===== src/sv/whp_pkg.sv =====
// whp_pkg: types and constants shared by the wave header parser modules
// no dependencies
package whp_pkg;

  localparam int unsigned CLK_W   = 25;
  localparam int unsigned DVD_W   = 22;
  localparam int unsigned RATE_W  = 16;
  localparam int unsigned FC_W    = 7;
  localparam int unsigned DIV_CNT_W = 5;

  localparam logic [CLK_W-1:0] CLOCK_HZ_RESET = 25'd16000000;
  localparam logic [31:0] FMT_MAX_BYTES = 32'd100;
  localparam logic [31:0] FMT_MIN_BYTES = 32'd16;
  localparam logic [FC_W-1:0] FC_MAX = 7'd127;
  localparam logic [FC_W-1:0] FC_HDR_LAST = 7'd11;
  localparam logic [FC_W-1:0] FC_ID_LAST = 7'd3;
  localparam logic [FC_W-1:0] FC_SIZE_LAST = 7'd7;
  localparam logic [FC_W-1:0] FC_FMT_TAG = 7'd0;
  localparam logic [FC_W-1:0] FC_FMT_CHAN = 7'd2;
  localparam logic [FC_W-1:0] FC_FMT_RATE_LO = 7'd4;
  localparam logic [FC_W-1:0] FC_FMT_RATE_HI = 7'd5;
  localparam logic [FC_W-1:0] FC_FMT_BITS = 7'd14;

  localparam logic [31:0] ID_WAVE = 32'h45564157;
  localparam logic [31:0] ID_FMT  = 32'h20746D66;
  localparam logic [31:0] ID_DATA = 32'h61746164;
  localparam logic [31:0] ID_LIST = 32'h5453494C;
  localparam logic [31:0] ID_FACT = 32'h74636166;

  localparam logic [7:0] FMT_PCM = 8'd1;
  localparam logic [7:0] CHAN_MONO = 8'd1;
  localparam logic [7:0] CHAN_STEREO = 8'd2;
  localparam logic [7:0] BITS_8 = 8'd8;
  localparam logic [7:0] BITS_16 = 8'd16;

  typedef enum logic [2:0] {
    PH_IDLE,
    PH_HEADER,
    PH_CHUNK,
    PH_FMT,
    PH_SKIP,
    PH_WAIT,
    PH_DONE
  } phase_t;

  typedef enum logic [2:0] {
    EV_STAY,
    EV_HEADER,
    EV_CHUNK,
    EV_FMT,
    EV_SKIP,
    EV_WAIT,
    EV_DONE
  } event_t;

  typedef enum logic [1:0] {
    RES_NONE,
    RES_FOUND,
    RES_BAD
  } res_t;

  typedef struct packed {
    logic [7:0] data;
    logic       first;
    logic       last;
  } item_t;

  typedef struct packed {
    logic              start;
    logic [DVD_W-1:0]  dividend;
    logic [RATE_W-1:0] divisor;
  } div_req_t;

  typedef struct packed {
    logic       done;
    logic [7:0] quot;
  } div_rsp_t;

  function automatic logic [FC_W-1:0] fc_inc(input logic [FC_W-1:0] fc);
    fc_inc = (fc == FC_MAX) ? fc : fc + 1'b1;
  endfunction

endpackage


===== src/sv/wave_header_parser_core.sv =====
// wave_header_parser_core: one byte item per cycle through the input queue unless the result
// register stalls; with the queue empty, the deciding byte item goes through a queue slot and
// the result register to out_tvalid. the last byte of a fmt chunk waits for the bit-serial rate
// divider; the queue takes up to QUEUE_DEPTH items meanwhile, then in_tready drops until the
// walker resumes. synchronous active-low reset: parser idle, queue empty, clock_hz back to 16000000.
// depends on whp_pkg, whp_front, whp_div, whp_back
module wave_header_parser_core #(
  parameter int unsigned QUEUE_DEPTH = 4
) (
  input  logic        clk,
  input  logic        rst_n,
  input  logic        in_tvalid,
  output logic        in_tready,
  input  logic [7:0]  in_tdata,   // data_byte
  input  logic        in_tuser,   // first_byte
  input  logic        in_tlast,
  output logic        out_tvalid,
  input  logic        out_tready,
  output logic [47:0] out_tdata,  // data_size, rate_divider, channel_count, sample_bits, format_seen
  output logic        out_tuser,  // verdict
  input  logic        cfg_valid,
  output logic        cfg_ready,
  input  logic [24:0] cfg_data
);

  logic [whp_pkg::CLK_W-1:0] clock_hz_r, clock_hz_nxt;
  logic                      q_valid, q_pop;
  whp_pkg::item_t            q_item;
  whp_pkg::div_req_t         div_req;
  whp_pkg::div_rsp_t         div_rsp;

  assign cfg_ready    = 1'b1;
  assign clock_hz_nxt = (cfg_valid && cfg_ready) ? cfg_data : clock_hz_r;

  always_ff @(posedge clk) begin
    if (!rst_n) begin
      clock_hz_r <= whp_pkg::CLOCK_HZ_RESET;
    end else begin
      clock_hz_r <= clock_hz_nxt;
    end
  end

  whp_front #(
    .DEPTH(QUEUE_DEPTH)
  ) u_front (
    .clk      (clk),
    .rst_n    (rst_n),
    .in_tvalid(in_tvalid),
    .in_tready(in_tready),
    .in_tdata (in_tdata),
    .in_tuser (in_tuser),
    .in_tlast (in_tlast),
    .q_valid  (q_valid),
    .q_item   (q_item),
    .q_pop    (q_pop)
  );

  whp_div u_div (
    .clk  (clk),
    .rst_n(rst_n),
    .req  (div_req),
    .rsp  (div_rsp)
  );

  whp_back u_back (
    .clk       (clk),
    .rst_n     (rst_n),
    .clock_hz  (clock_hz_r),
    .q_valid   (q_valid),
    .q_item    (q_item),
    .q_pop     (q_pop),
    .div_req   (div_req),
    .div_rsp   (div_rsp),
    .out_tvalid(out_tvalid),
    .out_tready(out_tready),
    .out_tdata (out_tdata),
    .out_tuser (out_tuser)
  );

endmodule


===== src/sv/whp_front.sv =====
// whp_front: input side, accepts byte items into a small register queue
// depends on whp_pkg
module whp_front #(
  parameter int unsigned DEPTH = 4
) (
  input  logic           clk,
  input  logic           rst_n,
  input  logic           in_tvalid,
  output logic           in_tready,
  input  logic [7:0]     in_tdata,
  input  logic           in_tuser,
  input  logic           in_tlast,
  output logic           q_valid,
  output whp_pkg::item_t q_item,
  input  logic           q_pop
);

  localparam int unsigned PTR_W = $clog2(DEPTH);
  localparam int unsigned CNT_W = $clog2(DEPTH + 1);
  localparam logic [PTR_W-1:0] PTR_LAST = PTR_W'(DEPTH - 1);
  localparam logic [CNT_W-1:0] CNT_FULL = CNT_W'(DEPTH);

  whp_pkg::item_t slot_r [DEPTH];
  logic [PTR_W-1:0] wr_ptr_r, wr_ptr_nxt, rd_ptr_r, rd_ptr_nxt;
  logic [CNT_W-1:0] cnt_r, cnt_nxt;
  logic push, pop;

  assign in_tready = (cnt_r != CNT_FULL);
  assign q_valid   = (cnt_r != '0);
  assign q_item    = slot_r[rd_ptr_r];
  assign push      = in_tvalid && in_tready;
  assign pop       = q_pop && q_valid;

  always_comb begin
    wr_ptr_nxt = wr_ptr_r;
    rd_ptr_nxt = rd_ptr_r;
    cnt_nxt    = cnt_r;
    if (push) begin
      wr_ptr_nxt = (wr_ptr_r == PTR_LAST) ? '0 : wr_ptr_r + 1'b1;
    end
    if (pop) begin
      rd_ptr_nxt = (rd_ptr_r == PTR_LAST) ? '0 : rd_ptr_r + 1'b1;
    end
    if (push && !pop) begin
      cnt_nxt = cnt_r + 1'b1;
    end else if (pop && !push) begin
      cnt_nxt = cnt_r - 1'b1;
    end
  end

  always_ff @(posedge clk) begin
    if (!rst_n) begin
      wr_ptr_r <= '0;
      rd_ptr_r <= '0;
      cnt_r    <= '0;
    end else begin
      wr_ptr_r <= wr_ptr_nxt;
      rd_ptr_r <= rd_ptr_nxt;
      cnt_r    <= cnt_nxt;
    end
  end

  always_ff @(posedge clk) begin
    if (push) begin
      slot_r[wr_ptr_r] <= '{data: in_tdata, first: in_tuser, last: in_tlast};
    end
  end

endmodule


===== src/sv/whp_div.sv =====
// whp_div: restoring divider, one quotient bit per cycle, low quotient byte out
// depends on whp_pkg
module whp_div (
  input  logic              clk,
  input  logic              rst_n,
  input  whp_pkg::div_req_t req,
  output whp_pkg::div_rsp_t rsp
);

  localparam logic [whp_pkg::DIV_CNT_W-1:0] STEPS = whp_pkg::DIV_CNT_W'(whp_pkg::DVD_W);

  logic                            busy_r, busy_nxt;
  logic                            done_r, done_nxt;
  logic [whp_pkg::DIV_CNT_W-1:0]   cnt_r, cnt_nxt;
  logic [whp_pkg::DVD_W-1:0]       num_r, num_nxt;
  logic [whp_pkg::RATE_W-1:0]      den_r, den_nxt;
  logic [whp_pkg::RATE_W-1:0]      rem_r, rem_nxt;
  logic [7:0]                      quot_r, quot_nxt;
  logic [whp_pkg::RATE_W:0]        rem_sh, rem_sub;
  logic                            ge;

  assign rem_sh  = {rem_r, num_r[whp_pkg::DVD_W-1]};
  assign ge      = (rem_sh >= {1'b0, den_r});
  assign rem_sub = rem_sh - {1'b0, den_r};

  always_comb begin
    busy_nxt = busy_r;
    done_nxt = 1'b0;
    cnt_nxt  = cnt_r;
    num_nxt  = num_r;
    den_nxt  = den_r;
    rem_nxt  = rem_r;
    quot_nxt = quot_r;
    if (req.start) begin
      busy_nxt = 1'b1;
      cnt_nxt  = STEPS;
      num_nxt  = req.dividend;
      den_nxt  = req.divisor;
      rem_nxt  = '0;
    end else if (busy_r) begin
      rem_nxt  = ge ? rem_sub[whp_pkg::RATE_W-1:0] : rem_sh[whp_pkg::RATE_W-1:0];
      quot_nxt = {quot_r[6:0], ge};
      num_nxt  = {num_r[whp_pkg::DVD_W-2:0], 1'b0};
      cnt_nxt  = cnt_r - 1'b1;
      if (cnt_r == 1) begin
        busy_nxt = 1'b0;
        done_nxt = 1'b1;
      end
    end
  end

  always_ff @(posedge clk) begin
    if (!rst_n) begin
      busy_r <= 1'b0;
      done_r <= 1'b0;
      cnt_r  <= '0;
    end else begin
      busy_r <= busy_nxt;
      done_r <= done_nxt;
      cnt_r  <= cnt_nxt;
    end
  end

  always_ff @(posedge clk) begin
    num_r  <= num_nxt;
    den_r  <= den_nxt;
    rem_r  <= rem_nxt;
    quot_r <= quot_nxt;
  end

  assign rsp = '{done: done_r, quot: quot_r};

endmodule


===== src/sv/whp_back.sv =====
// whp_back: chunk walker, fmt checks and result register
// depends on whp_pkg and the whp_div handshake structs
module whp_back (
  input  logic                   clk,
  input  logic                   rst_n,
  input  logic [whp_pkg::CLK_W-1:0] clock_hz,
  input  logic                   q_valid,
  input  whp_pkg::item_t         q_item,
  output logic                   q_pop,
  output whp_pkg::div_req_t      div_req,
  input  whp_pkg::div_rsp_t      div_rsp,
  output logic                   out_tvalid,
  input  logic                   out_tready,
  output logic [47:0]            out_tdata,
  output logic                   out_tuser
);

  whp_pkg::phase_t phase_r, phase_nxt, ph_b;
  whp_pkg::event_t ev;
  whp_pkg::res_t   res;

  logic [whp_pkg::FC_W-1:0]   fc_r, fc_nxt, fc_b;
  logic [31:0]                ws_r, ws_nxt, ws_b, ws_sh;
  logic [31:0]                cl_r, cl_nxt, cl_b;
  logic [31:0]                sk_r, sk_nxt, sk_b, sk_dec;
  logic [whp_pkg::RATE_W-1:0] sr_r, sr_nxt, sr_b;
  logic [7:0]                 dv_r, dv_nxt, dv_b;
  logic [1:0]                 ch_r, ch_nxt, ch_b;
  logic [4:0]                 bt_r, bt_nxt, bt_b;
  logic                       ff_r, ff_nxt, ff_b;
  logic                       pend_last_r, pend_last_nxt;
  logic                       out_valid_r, out_valid_nxt;
  logic [47:0]                out_data_r, out_data_nxt;
  logic                       out_user_r, out_user_nxt;
  logic                       out_free, active;
  logic [7:0]                 b;

  assign out_free = !out_valid_r || out_tready;
  assign b        = q_item.data;

  always_comb begin
    ph_b = q_item.first ? whp_pkg::PH_HEADER : phase_r;
    fc_b = q_item.first ? '0 : fc_r;
    ws_b = q_item.first ? '0 : ws_r;
    cl_b = q_item.first ? '0 : cl_r;
    sk_b = q_item.first ? '0 : sk_r;
    sr_b = q_item.first ? '0 : sr_r;
    dv_b = q_item.first ? '0 : dv_r;
    ch_b = q_item.first ? '0 : ch_r;
    bt_b = q_item.first ? '0 : bt_r;
    ff_b = q_item.first ? 1'b0 : ff_r;
  end

  assign ws_sh  = {b, ws_b[31:8]};
  assign sk_dec = sk_b - 1'b1;

  // datapath update and classification of the current item, or capture of the divider result
  always_comb begin
    fc_nxt = fc_r;
    ws_nxt = ws_r;
    cl_nxt = cl_r;
    sk_nxt = sk_r;
    sr_nxt = sr_r;
    dv_nxt = dv_r;
    ch_nxt = ch_r;
    bt_nxt = bt_r;
    ff_nxt = ff_r;
    pend_last_nxt = pend_last_r;
    res    = whp_pkg::RES_NONE;
    ev     = whp_pkg::EV_STAY;
    q_pop  = 1'b0;
    active = 1'b0;
    div_req = '{start: 1'b0, dividend: clock_hz[whp_pkg::CLK_W-1:3], divisor: sr_r};
    if (phase_r == whp_pkg::PH_WAIT) begin
      if (div_rsp.done) begin
        dv_nxt = div_rsp.quot - 1'b1;
        ch_nxt = ws_r[1:0];
        bt_nxt = ws_r[12:8];
        ff_nxt = 1'b1;
        if (pend_last_r) begin
          res = whp_pkg::RES_BAD;
          ev  = whp_pkg::EV_DONE;
        end else begin
          ev     = whp_pkg::EV_CHUNK;
          fc_nxt = '0;
          ws_nxt = '0;
        end
      end
    end else if (q_valid && out_free) begin
      q_pop  = 1'b1;
      fc_nxt = fc_b;
      ws_nxt = ws_b;
      cl_nxt = cl_b;
      sk_nxt = sk_b;
      sr_nxt = sr_b;
      dv_nxt = dv_b;
      ch_nxt = ch_b;
      bt_nxt = bt_b;
      ff_nxt = ff_b;
      if (q_item.first) begin
        ev = whp_pkg::EV_HEADER;
      end
      case (ph_b)
        whp_pkg::PH_HEADER: begin
          active = 1'b1;
          ws_nxt = ws_sh;
          if (fc_b == whp_pkg::FC_HDR_LAST) begin
            if (ws_sh != whp_pkg::ID_WAVE) begin
              res = whp_pkg::RES_BAD;
            end else begin
              ev     = whp_pkg::EV_CHUNK;
              fc_nxt = '0;
              ws_nxt = '0;
            end
          end else begin
            fc_nxt = whp_pkg::fc_inc(fc_b);
          end
        end
        whp_pkg::PH_CHUNK: begin
          active = 1'b1;
          if (fc_b == whp_pkg::FC_ID_LAST) begin
            cl_nxt = ws_sh;
            ws_nxt = '0;
            fc_nxt = whp_pkg::fc_inc(fc_b);
          end else if (fc_b < whp_pkg::FC_SIZE_LAST) begin
            ws_nxt = ws_sh;
            fc_nxt = whp_pkg::fc_inc(fc_b);
          end else begin
            cl_nxt = ws_sh;
            fc_nxt = '0;
            ws_nxt = '0;
            if (cl_b == whp_pkg::ID_DATA) begin
              res = whp_pkg::RES_FOUND;
            end else if (cl_b == whp_pkg::ID_FMT) begin
              if (ws_sh > whp_pkg::FMT_MAX_BYTES || ws_sh < whp_pkg::FMT_MIN_BYTES) begin
                res = whp_pkg::RES_BAD;
              end else begin
                sk_nxt = ws_sh;
                sr_nxt = '0;
                ev     = whp_pkg::EV_FMT;
              end
            end else if (cl_b inside {whp_pkg::ID_LIST, whp_pkg::ID_FACT}) begin
              sk_nxt = ws_sh;
              ev     = (ws_sh == '0) ? whp_pkg::EV_CHUNK : whp_pkg::EV_SKIP;
            end else begin
              res = whp_pkg::RES_BAD;
            end
          end
        end
        whp_pkg::PH_FMT: begin
          active = 1'b1;
          case (fc_b)
            whp_pkg::FC_FMT_TAG: begin
              if (b != whp_pkg::FMT_PCM) res = whp_pkg::RES_BAD;
            end
            whp_pkg::FC_FMT_CHAN: begin
              if (!(b inside {whp_pkg::CHAN_MONO, whp_pkg::CHAN_STEREO})) begin
                res = whp_pkg::RES_BAD;
              end
              ws_nxt = {ws_b[31:2], b[1:0]};
            end
            whp_pkg::FC_FMT_RATE_LO: sr_nxt = {sr_b[15:8], b};
            whp_pkg::FC_FMT_RATE_HI: sr_nxt = {b, sr_b[7:0]};
            whp_pkg::FC_FMT_BITS: begin
              if (!(b inside {whp_pkg::BITS_8, whp_pkg::BITS_16})) begin
                res = whp_pkg::RES_BAD;
              end
              ws_nxt = {ws_b[31:13], b[4:0], ws_b[7:0]};
            end
            default: begin
            end
          endcase
          fc_nxt = whp_pkg::fc_inc(fc_b);
          sk_nxt = sk_dec;
          if (res == whp_pkg::RES_NONE && sk_dec == '0) begin
            if (sr_nxt == '0) begin
              res = whp_pkg::RES_BAD;
            end else begin
              div_req.start   = 1'b1;
              div_req.divisor = sr_nxt;
              pend_last_nxt   = q_item.last;
              ev              = whp_pkg::EV_WAIT;
            end
          end
        end
        whp_pkg::PH_SKIP: begin
          active = 1'b1;
          if (sk_b != '0) sk_nxt = sk_dec;
          if (sk_b == '0 || sk_dec == '0) begin
            ev     = whp_pkg::EV_CHUNK;
            fc_nxt = '0;
            ws_nxt = '0;
          end
        end
        default: begin
        end
      endcase
      if (active && res == whp_pkg::RES_NONE && q_item.last && ev != whp_pkg::EV_WAIT) begin
        res = whp_pkg::RES_BAD;
      end
      if (res != whp_pkg::RES_NONE) begin
        ev = whp_pkg::EV_DONE;
      end
    end
  end

  // next phase
  always_comb begin
    case (ev)
      whp_pkg::EV_STAY:   phase_nxt = phase_r;
      whp_pkg::EV_HEADER: phase_nxt = whp_pkg::PH_HEADER;
      whp_pkg::EV_CHUNK:  phase_nxt = whp_pkg::PH_CHUNK;
      whp_pkg::EV_FMT:    phase_nxt = whp_pkg::PH_FMT;
      whp_pkg::EV_SKIP:   phase_nxt = whp_pkg::PH_SKIP;
      whp_pkg::EV_WAIT:   phase_nxt = whp_pkg::PH_WAIT;
      whp_pkg::EV_DONE:   phase_nxt = whp_pkg::PH_DONE;
      default:            phase_nxt = phase_r;
    endcase
  end

  // result register
  always_comb begin
    out_valid_nxt = out_valid_r;
    out_data_nxt  = out_data_r;
    out_user_nxt  = out_user_r;
    if (res != whp_pkg::RES_NONE) begin
      out_valid_nxt = 1'b1;
      out_user_nxt  = (res == whp_pkg::RES_BAD);
      out_data_nxt  = {ff_nxt, bt_nxt, ch_nxt, dv_nxt,
                       (res == whp_pkg::RES_FOUND) ? cl_nxt : 32'd0};
    end else if (out_tready) begin
      out_valid_nxt = 1'b0;
    end
  end

  always_ff @(posedge clk) begin
    if (!rst_n) begin
      phase_r     <= whp_pkg::PH_IDLE;
      out_valid_r <= 1'b0;
      fc_r        <= '0;
      ws_r        <= '0;
      cl_r        <= '0;
      sk_r        <= '0;
      sr_r        <= '0;
      dv_r        <= '0;
      ch_r        <= '0;
      bt_r        <= '0;
      ff_r        <= 1'b0;
      pend_last_r <= 1'b0;
    end else begin
      phase_r     <= phase_nxt;
      out_valid_r <= out_valid_nxt;
      fc_r        <= fc_nxt;
      ws_r        <= ws_nxt;
      cl_r        <= cl_nxt;
      sk_r        <= sk_nxt;
      sr_r        <= sr_nxt;
      dv_r        <= dv_nxt;
      ch_r        <= ch_nxt;
      bt_r        <= bt_nxt;
      ff_r        <= ff_nxt;
      pend_last_r <= pend_last_nxt;
    end
  end

  always_ff @(posedge clk) begin
    out_data_r <= out_data_nxt;
    out_user_r <= out_user_nxt;
  end

  assign out_tvalid = out_valid_r;
  assign out_tdata  = out_data_r;
  assign out_tuser  = out_user_r;

endmodule


===== config.mk =====
export PLATFORM = sky130hd
export DESIGN_NAME = wave_header_parser_core
export DESIGN_NICKNAME = d
export VERILOG_FILES = /design/src/sv/whp_pkg.sv /design/src/sv/wave_header_parser_core.sv /design/src/sv/whp_front.sv /design/src/sv/whp_div.sv /design/src/sv/whp_back.sv
export SDC_FILE = /design/constraint.sdc
export NUM_CORES = 1
export LEC_CHECK = 0
export BUFFER_PORTS_ARGS = -buffer_cell sky130_fd_sc_hd__buf_2
export CAP_MARGIN = 40
export CORE_ASPECT_RATIO = 0.7
export CORE_MARGIN = 1.5
export CORE_UTILIZATION = 55
export DETAILED_ROUTE_END_ITERATION = 7
export GPL_TIMING_DRIVEN = 0
export PLACE_DENSITY_LB_ADDON = 0.3
export SYNTH_ARGS = -nofsm -noshare
export SYNTH_HDL_FRONTEND = slang
export SYNTH_SLANG_ARGS = --single-unit

===== constraint.sdc =====
create_clock -name clk -period 9.48 [get_ports clk]
set_input_delay 1.422 -clock clk [delete_from_list [all_inputs] [get_ports clk]]
set_output_delay 1.422 -clock clk [all_outputs]
set_load 0.005 [all_outputs]

==> results by group <==
Timing
  – Setup violations, final: 0
  – Worst Clk Skew: 28.4 ps
  – Slew HR: 0.359
  – Actual slew at the worst max-slew pin: 961 ps
  – Share of the clock period used by the worst path: 0.818
  – Shortest clock period the worst path allows after layout: 7750 ps
  – Pins over their slew limit: 0
  – Final hold violation count: 0
  – Minimum hold slack: 480 ps
  – Maximum operating frequency: 0.129 GHz
  – Setup repair after global routing missed its margin: no

Yosys
  – Simple-gate share of the synthesized area: 0.207
  – Post-synthesis cell area: 0.0168 mm^2
  – Area share of xor/xnor cells in the synthesized design: 0.0188
  – Synth area leaders: sky130_fd_sc_hd__edfxtp_1, sky130_fd_sc_hd__dfxtp_1, sky130_fd_sc_hd__nor2_1
  – Cell variety after synth: 89
  – Yosys synthesis warning count: 0
  – Per-instance average area after synthesis: 9.69 um^2
  – Multiplexer area fraction after synthesis: 0.0710
  – Commonest cells in the netlist: sky130_fd_sc_hd__dfxtp_1, sky130_fd_sc_hd__nor2_1, sky130_fd_sc_hd__edfxtp_1
  – Share of flip-flops with an asynchronous set or reset: 0
  – Mapped Nets: 1807
  – Cell type with the highest aggregate area in the netlist: sky130_fd_sc_hd__edfxtp_1
  – Primary FF master, synth: sky130_fd_sc_hd__dfxtp_1
  – Share of the synthesized area in compound gates (AO/OA/AOI/OAI): 0.169
  – Syn Inst Count: 1733
  – Library cell with the highest instance count after synthesis: sky130_fd_sc_hd__dfxtp_1
  – Fraction of post-synthesis cell area in the top cell type by area: 0.241
  – Largest family of logic cells by synthesized area: simple AND/OR/NAND/NOR gates
  – #FFs+latches synth: 323
  – Part of the Yosys area used for sequential elements: 0.466
  – Synth Area in Adders: 0.0262
  – Number of flops mapped to enable cells by yosys: 135

Clock tree
  – Count of clock tree sinks: 323
  – Worst-path clk slew: 70 ps
  – H-tree levels: 1
  – Clock latency of the later-clocked register in the worst-skew pair: 590 ps
  – Number of instances resized during post-cts repair: 0
  – Max Buffers Root-to-Sink: 3
  – Clock tree from TritonCTS: built
  – CTS Root Buffer Type: sky130_fd_sc_hd__clkbuf_16
  – Hold-fix buffer count after cts: 0
  – Number of buffers inserted to repair setup after CTS: 0
  – Num CTS Buffers: 30

Worst setup path
  – Highest net fanout along the worst path: 31
  – Kind of end point of the critical path: register
  – Slowest cell on crit path: sky130_fd_sc_hd__buf_1
  – Worst setup SP type: register
  – Data required time of the critical path: 9750 ps
  – Number of cells on the worst reg-to-reg path: 19
  – Cells along the critical path: buf_2 -> mux2i_1 -> mux2_2 -> clkbuf_1 -> clkbuf_1 -> clkbuf_1 -> buf_1 -> nand2_1 -> ha_1 -> or3b_2 -> o21ai_0 -> a21oi_1 -> or4_1 -> nor4_1 -> a311oi_1 -> nand2_1 -> or2b_1 -> o21ai_4 -> buf_12
  – WS Path Type: reg -> reg
  – Setup slack of the most critical reg-to-reg path: 1730 ps
  – Arrival time of data at the critical path endpoint: 8020 ps
  – Reg2reg end: u_back.out_tdata[17]$_SDFFCE_PP0P_
  – Delay of the slowest cell on the worst path: 630 ps
  – Most frequent cell on the critical path: sky130_fd_sc_hd__clkbuf_1

Detailed routing
  – Number of vias in the routed layout: 14500
  – 1st-iter DRT viols: 1875
  – Residual DRC: 0
  – Routed Wire Length: 51000 um
  – Number of nets with antenna violations after detailed routing: 0
  – Wire per inst: 22.3 um
  – First-pass DRT Iterations: 6
  – Number of vias per cell: 6.34

Die
  – Core Area: 0.0300 mm^2
  – Die area: 0.0316 mm^2
  – Die X: 212 um
  – Initial cell density of the core: 0.559
  – Number of ports placed on the die boundary: 92
  – Row Count: 53
  – Die height: 149 um

Pwr
  – Net switching power: 2.39 mW
  – P_int: 3.09 mW
  – Sequential share of power: 0.321
  – Max rail drop VDD: 0.189 mV
  – Switching Share: 0.436
  – Clock Power Share: 0.220
  – Power density cells: 292 mW/mm^2
  – Combinational Power Share: 0.459
  – Cell leakage power: 6.82 nW

Global route
  – GR Util All Layers: 0.321
  – Aggregate global routing overflow: 0
  – Antenna violations before repair: 1
  – Number of global-route vias before repair: 13400
  – First-pass GRT wire length: 78300 um
  – Maximum number of pins on one net before global-route repair: 32

Placed design
  – Gpl congestion: 1.01
  – Number of cells in the design after placement: 2234
  – Buffers added on ports: 86
  – Placed wire-length estimate: 36900 um

Min path
  – Worst min-delay path endpoint: clock_hz_r[20]$_SDFFE_PN1P_
  – Kind of path behind the tightest hold check: reg -> reg
  – Depth of the worst hold-timing path: 2
  – Launch point of the worst hold path: clock_hz_r[20]$_SDFFE_PN1P_

Final layout
  – Area of all sequential standard cells: 0.00782 mm^2
  – Layout cells sized above 1: 0.106
  – Diodes inserted: 0
  – Number of standard cells in the final layout excluding fillers: 2290
  – Final #Nets: 1928
  – Multi-input logic area: 0.00828 mm^2
  – Fill cell count: 2516
  – Layout Area Growth over Synthesis: 11.8%
  – Final Util: 0.625

Run status
  – Run status: finished, final reports clean

Run
  – Max-cap viol count: 0
## sequential cells by signal, indices dropped and copies added, names as in the netlist, 3 cells and up, named ones only
signal,cells
u_back.fc_r,7
u_div.quot_r,8
u_back.bt_r,5
u_back.sr_r,16
u_div.num_r,22
u_front.cnt_r,3
u_back.out_tdata,48
u_back.sk_r,32
u_back.ws_r,26
u_div.den_r,16
u_div.rem_r,16
u_back.dv_r,8
u_back.phase_r,3
u_front.slot_r,40
u_back.cl_r,32
u_div.cnt_r,5
clock_hz_r,22
## power groups by stage
stage,Clock [mW],Combinational (mW),Sequential [mW]
6_report,1.21,2.52,1.76
3_3_place_gp,0,2.38,1.79
5_1_grt,1.28,2.66,1.78
3_5_place_dp,0,2.40,1.78
2_1_floorplan,0,1.61,1.75
4_1_cts,1.22,2.41,1.75
## per-layer routing
| layer | share of wire | global-route usage |
|---|---|---|
| met1 | 0.45 | 0.473 |
| met3 | 0.12 | 0.0973 |
| met4 | 0.031 | 0.0996 |
| met5 | 0 | 0 |
| met2 | 0.40 | 0.447 |
## kinds of logic (layout without fill, tap and decap cells)
logic type	Yosys count	after routing
buf+inv	165	310
other cells	1	1
simple gates	659	659
xor+xnor	36	36
fa+ha+maj	34	34
flops	323	323
mux	102	102
compound gates	413	413
## through the flow
step                      power, mW  setup slack, ps  TNS (ps)  instance area, um^2
after floorplan                3.36             2360         0                16800
after global placement         4.17             -175     -8320                17700
after detailed placement       4.18             2020         0                17800
after CTS                      5.39             1960         0                18800
after global routing           5.72             1440         0                18800
final                          5.49             1730         0                18800
## cells in the final DEF (no fill, tap or decap), drive strengths merged, types with 9 or more instances in the layout
| cell type | n |
|---|---|
| dfxtp | 188 |
| nor2 | 167 |
| clkbuf | 138 |
| edfxtp | 135 |
| nand2 | 122 |
| buf | 117 |
| nor2b | 93 |
| o21ai | 81 |
| a21oi | 78 |
| a22oi | 77 |
| mux2i | 55 |
| nor3 | 48 |
| inv | 48 |
| nand3 | 39 |
| mux2 | 37 |
| ha | 32 |
| a22o | 30 |
| nor4 | 28 |
| and2 | 27 |
| nand4 | 26 |
| a31oi | 21 |
| xnor2 | 20 |
| and3 | 16 |
| xor2 | 16 |
| or4 | 15 |
| or3 | 13 |
| o21a | 13 |
| nand2b | 11 |
| a21o | 11 |
| mux4 | 10 |
| o211ai | 10 |
| o221ai | 10 |
| or2 | 10 |
| nor3b | 9 |
| o22ai | 9 |
## worst max-delay path by stage
stage	start	to	slack, ps	cells after the start
finish	register	u_back.out_tdata[17]$_SDFFCE_PP0P_	1730	19
global route	register	u_back.out_tdata[17]$_SDFFCE_PP0P_	1440	19
CTS	register	u_back.out_tdata[17]$_SDFFCE_PP0P_	1960	19
detailed placement	register	u_back.out_tdata[16]$_SDFFCE_PP0P_	2020	19
global placement	register	u_back.out_tdata[18]$_SDFFCE_PP0P_	-180	18
floorplan	register	u_back.out_tdata[0]$_SDFFCE_PP0P_	2360	18
## layout make-up
type	instances	area share
Clock buffer	41	0.0466
Timing Repair Buffer	89	0.0251
Multi-Input combinational cell	1245	0.441
Clock inverter	15	0.00573
Inverter	40	0.00800
Tap cell	412	0.0275
Sequential cell	323	0.417
Buffer	125	0.0292
## critical path, delay by kind of cell (launching register included)
kind / cells / cell delay, ps
multiplexers: 2 / 630
AO/OA/AOI/OAI: 4 / 1060
adder cells (fa/ha/maj): 1 / 320
flip-flops: 1 / 400
AND/OR/NAND/NOR: 6 / 2180
buffers and inverters: 6 / 2790
No activity file was read; power rests on OpenSTA's default activity.
